<file path="src/rtl/tvr_pkg.sv">
// Package: shared types, register indexes and sizing constants for the resampler.
`timescale 1ns / 1ps
package tvr_pkg;

  localparam int TVR_MAX_DIM    = 64;
  localparam int TVR_VOXEL_BITS = 16;

  localparam int IDX_W   = 18;
  localparam int VAL_W   = 16;
  localparam int CRD_W   = 10;
  localparam int DIMC_W  = 7;
  localparam int STEP_W  = 22;
  localparam int CFGI_W  = 3;
  localparam int CFGD_W  = 22;
  localparam int POS_W   = CRD_W + STEP_W;
  localparam int WGT_W   = 17;

  localparam logic [CFGI_W-1:0] REG_DIM_X  = 3'd0;
  localparam logic [CFGI_W-1:0] REG_DIM_Y  = 3'd1;
  localparam logic [CFGI_W-1:0] REG_DIM_Z  = 3'd2;
  localparam logic [CFGI_W-1:0] REG_STEP_X = 3'd3;
  localparam logic [CFGI_W-1:0] REG_STEP_Y = 3'd4;
  localparam logic [CFGI_W-1:0] REG_STEP_Z = 3'd5;

  localparam logic REQ_LOAD   = 1'b0;
  localparam logic REQ_SAMPLE = 1'b1;

  typedef struct packed {
    logic              req_type;
    logic [IDX_W-1:0]  voxel_index;
    logic [VAL_W-1:0]  voxel_value;
    logic [CRD_W-1:0]  cx;
    logic [CRD_W-1:0]  cy;
    logic [CRD_W-1:0]  cz;
  } tvr_req_t;

  typedef struct packed {
    logic [DIMC_W-1:0] dim_x;
    logic [DIMC_W-1:0] dim_y;
    logic [DIMC_W-1:0] dim_z;
    logic [STEP_W-1:0] step_x;
    logic [STEP_W-1:0] step_y;
    logic [STEP_W-1:0] step_z;
  } tvr_cfg_t;

endpackage

</file>
<file path="src/rtl/tvr_front.sv">
// Front end: accepts requests and queues them for the back end.
`timescale 1ns / 1ps
module tvr_front (
  input  logic                 clk,
  input  logic                 rst_n,
  input  logic                 in_valid,
  output logic                 in_stall,
  input  tvr_pkg::tvr_req_t    in_req,
  output logic                 q_valid,
  output tvr_pkg::tvr_req_t    q_req,
  input  logic                 q_pop
);
  import tvr_pkg::*;

  localparam int DEPTH = 4;
  localparam int PW    = $clog2(DEPTH);

  tvr_req_t          fifo_r [DEPTH];
  logic [PW-1:0]     wp_r, wp_nxt, rp_r, rp_nxt;
  logic [PW:0]       cnt_r, cnt_nxt;
  logic              push, pop;

  assign in_stall = (cnt_r == (PW+1)'(DEPTH));
  assign push     = in_valid && !in_stall;
  assign q_valid  = (cnt_r != '0);
  assign pop      = q_pop && q_valid;
  assign q_req    = fifo_r[rp_r];

  always_comb begin
    wp_nxt  = push ? wp_r + 1'b1 : wp_r;
    rp_nxt  = pop ? rp_r + 1'b1 : rp_r;
    cnt_nxt = cnt_r + (PW+1)'(push) - (PW+1)'(pop);
  end

  always_ff @(posedge clk) begin
    if (!rst_n) begin
      wp_r  <= '0;
      rp_r  <= '0;
      cnt_r <= '0;
    end else begin
      wp_r  <= wp_nxt;
      rp_r  <= rp_nxt;
      cnt_r <= cnt_nxt;
    end
  end

  always_ff @(posedge clk) begin
    if (push) begin
      fifo_r[wp_r] <= in_req;
    end
  end

endmodule

</file>
<file path="config.mk">
export PLATFORM = sky130hd
export DESIGN_NAME = tvr_front
export DESIGN_NICKNAME = d
export VERILOG_FILES = /design/src/rtl/tvr_pkg.sv /design/src/rtl/tvr_front.sv
export SDC_FILE = /design/constraint.sdc
export NUM_CORES = 1
export LEC_CHECK = 0
export ABC_AREA = 1
export BUFFER_PORTS_ARGS = -buffer_cell sky130_fd_sc_hd__clkbuf_2
export CAP_MARGIN = 20
export CORE_UTILIZATION = 25
export DETAILED_ROUTE_END_ITERATION = 8
export GPL_TIMING_DRIVEN = 0
export PLACE_DENSITY = 0.44
export SLEW_MARGIN = 20
export SYNTH_ARGS = -nofsm -noshare
export SYNTH_HDL_FRONTEND = slang
export SYNTH_SLANG_ARGS = --single-unit
</file>
<file path="constraint.sdc">
create_clock -name clk -period 4.41 [get_ports clk]
set_input_delay 0.2205 -clock clk [delete_from_list [all_inputs] [get_ports clk]]
set_output_delay 0.2205 -clock clk [all_outputs]
set_load 0.02 [all_outputs]
</file>
==> flow_summary.json <==
{
  "ys_ff_latch": 269,
  "maxSlewHeadroom_pct": 55.0,
  "clk_latency_ns": 0.57,
  "via_per_inst": 4.27,
  "cts_buffer_depth": 3,
  "status": "finished with violations",
  "area_delta_synth_final_pct": 30.7,
  "cts_resized": 0,
  "cts_tree": "built",
  "io-pin-count": 136,
  "root_buffer": "clkbuf_16",
  "fp-row-count": 74,
  "synth-seq-area-share_pct": 76.6,
  "avgSynthCellArea_um2": 15.0,
  "grt-ovfl-total": 0,
  "drt_pass1_iterations": 6,
  "layout_commonest_cell": "edfxtp_1",
  "ant_nets": 0,
  "p_per_area_nw_per_um2": 560,
  "period_needed_ns": 2.69,
  "grt_setup_unrepaired": "no",
  "drtIter0Drc": 277,
  "crit_type": "reg -> out",
  "fmax_mhz": 371,
  "synth_area_leader_cell": "edfxtp_1",
  "grt_pass1_vias": 6485,
  "final_util_pct": 33.2,
  "hold_viol_final": 0,
  "layout-drive-gt1-share_pct": 27.0,
  "chipWidth_um": 206,
  "fin_nets": 1018,
  "clock_sink_count": 269,
  "yosys-top-cells-area": "edfxtp_1, nor2_1, o21ai_0, o22ai_1, o22ai_2",
  "fin_worst_skew_ns": 0.0167,
  "vias": 6384,
  "syn_inst": 695,
  "end_kind": "output pin",
  "grt_max_degree": 22,
  "maxCapViolations": 0,
  "die-area_um2": 42600,
  "cp_max_fo": 10,
  "hpwlAfterDp_um": 16900,
  "drc": 12,
  "yosysTopAreaCellShare_pct": 74.8,
  "nFillCells": 4054,
  "numCtsBuffers": 30,
  "min_path_type": "in -> reg",
  "die_y_um": 206,
  "wl_um": 26600,
  "critical_path_arrival_ns": 2.47,
  "initial_core_util_pct": 25.4,
  "final_cell_mix": "edfxtp_1, clkbuf_2, nor2_1",
  "critPathLaunchType": "flip-flop",
  "violations": "DRC",
  "irDropWorstVdd_mv": 0.299,
  "p_leak_nw": 4.78,
  "port-buffer-count": 135,
  "whs_ns": 0.414,
  "n_antenna_cell": 0,
  "setup_viol": 0,
  "grtUsageTotal_pct": 12.4,
  "fin_crit_sh_pct": 61.0,
  "routabilityCongestion": 0.674,
  "avgRoutedWirePerCell_um": 17.8,
  "grt_pass1_wl_um": 39300,
  "core-area_um2": 41000,
  "grt_antenna_before_repair": 1,
  "postCtsSetupRepairBufs": 0,
  "syn_area_um2": 10400,
  "worstPathRequired_ns": 4.19,
  "tightest_slew_ns": 0.674,
  "ys_warn_count": 0,
  "path_clk_slew_ns": 0.06,
  "h-tree-depth": 1,
  "yosys.cell_types.count": 23,
  "maxSlewViolCount": 0,
  "postSynthNetCount": 771
}
==> layout make-up <==
cell class	instances	area, um2	share of cell area [%]
buffer	42	293	2.15
clock inverter	14	100	0.734
multi-input combinational	367	2110	15.5
clock buffer	38	781	5.73
timing repair buffer	215	1620	11.9
tap	532	666	4.88
sequential	269	7990	58.6
inverter	17	68.8	0.505
==> critical path, cell delays in order (launching register included) <==
cell      delay [ns]
dfxtp_1         0.38
inv_2           0.08
buf_2           0.35
clkbuf_1        0.49
o21ai_1         0.13
o22ai_1         0.24
clkbuf_2        0.22
==> power breakdown <==
part | switching, W | internal, W | total (W) | leakage [nW]
Combinational | 0.00147 | 0.000713 | 0.00218 | 1.90
Clock | 0.000976 | 0.00130 | 0.00227 | 0.427
Sequential | 0.0000722 | 0.00311 | 0.00318 | 2.46
==> cells in the mapped netlist <==
library cell	n
dfxtp_1	9
o22ai_1	45
nand3_1	3
inv_2	1
nor2_4	20
buf_12	3
edfxtp_1	260
a21boi_0	2
inv_6	1
fa_1	1
buf_4	1
o21ai_0	91
inv_1	15
buf_2	12
nand2_1	13
clkbuf_1	17
o22ai_2	20
ha_1	6
buf_6	9
nor2_1	122
o21ai_2	5
o21ai_1	35
a21oi_1	4
==> worst paths after layout <==
kind | startpoint | to | slack (ns) | depth (start not counted)
setup reg to reg | cnt_r[1]$_SDFF_PN0_ | cnt_r[2]$_SDFF_PN0_ | 2.08 | 10
hold / removal | in_req[52] | fifo_r[3][52]$_DFFE_PP_ | 0.41 | 2
hold reg to reg | rp_r[0]$_SDFFE_PN0P_ | flip-flop | 0.49 | 2
setup / recovery | flip-flop | q_req[25] | 1.72 | 6
==> stage by stage <==
stage          instance area [um2]  instances  TNS (ns)  total power (W)  worst slack, ns
2_1_floorplan                10400        695         0          0.00456            0.472
3_3_place_gp                 11800       1362   -607.11          0.00538            -2.51
3_5_place_dp                 12100       1374         0          0.00543             2.01
4_1_cts                      13600       1494         0          0.00778             1.66
5_1_grt                      13600       1494         0          0.00803             1.56
6_report                     13600       1494         0          0.00763             1.72
==> logic make-up (layout without fill, tap and decap cells) <==
logic type	after synthesis	in the layout	synth area share, %
DFF	269	269	76.6
AOI/OAI and AO/OA	202	202	11.9
and+or+nand+nor	158	158	7.16
buffers and inverters	59	326	3.47
adders and majority gates	7	7	0.911
==> flip-flops by register name (all words and copies together), names as in the netlist, named ones only <==
name and flops:
fifo_r 260, cnt_r 3, wp_r 2, rp_r 2
==> timing repair <==
item,in CTS,in global routing
hold endpoints to repair,268,0
setup endpoints to repair,0,0
hold buffers,68,0
==> layer usage <==
layer	global-route usage, %	routed length [um]
met5	0	11
met4	3.36	590
met3	2.19	965
met2	20.6	12700
met1	16.7	12300
No activity file was read; power rests on OpenSTA's default activity.
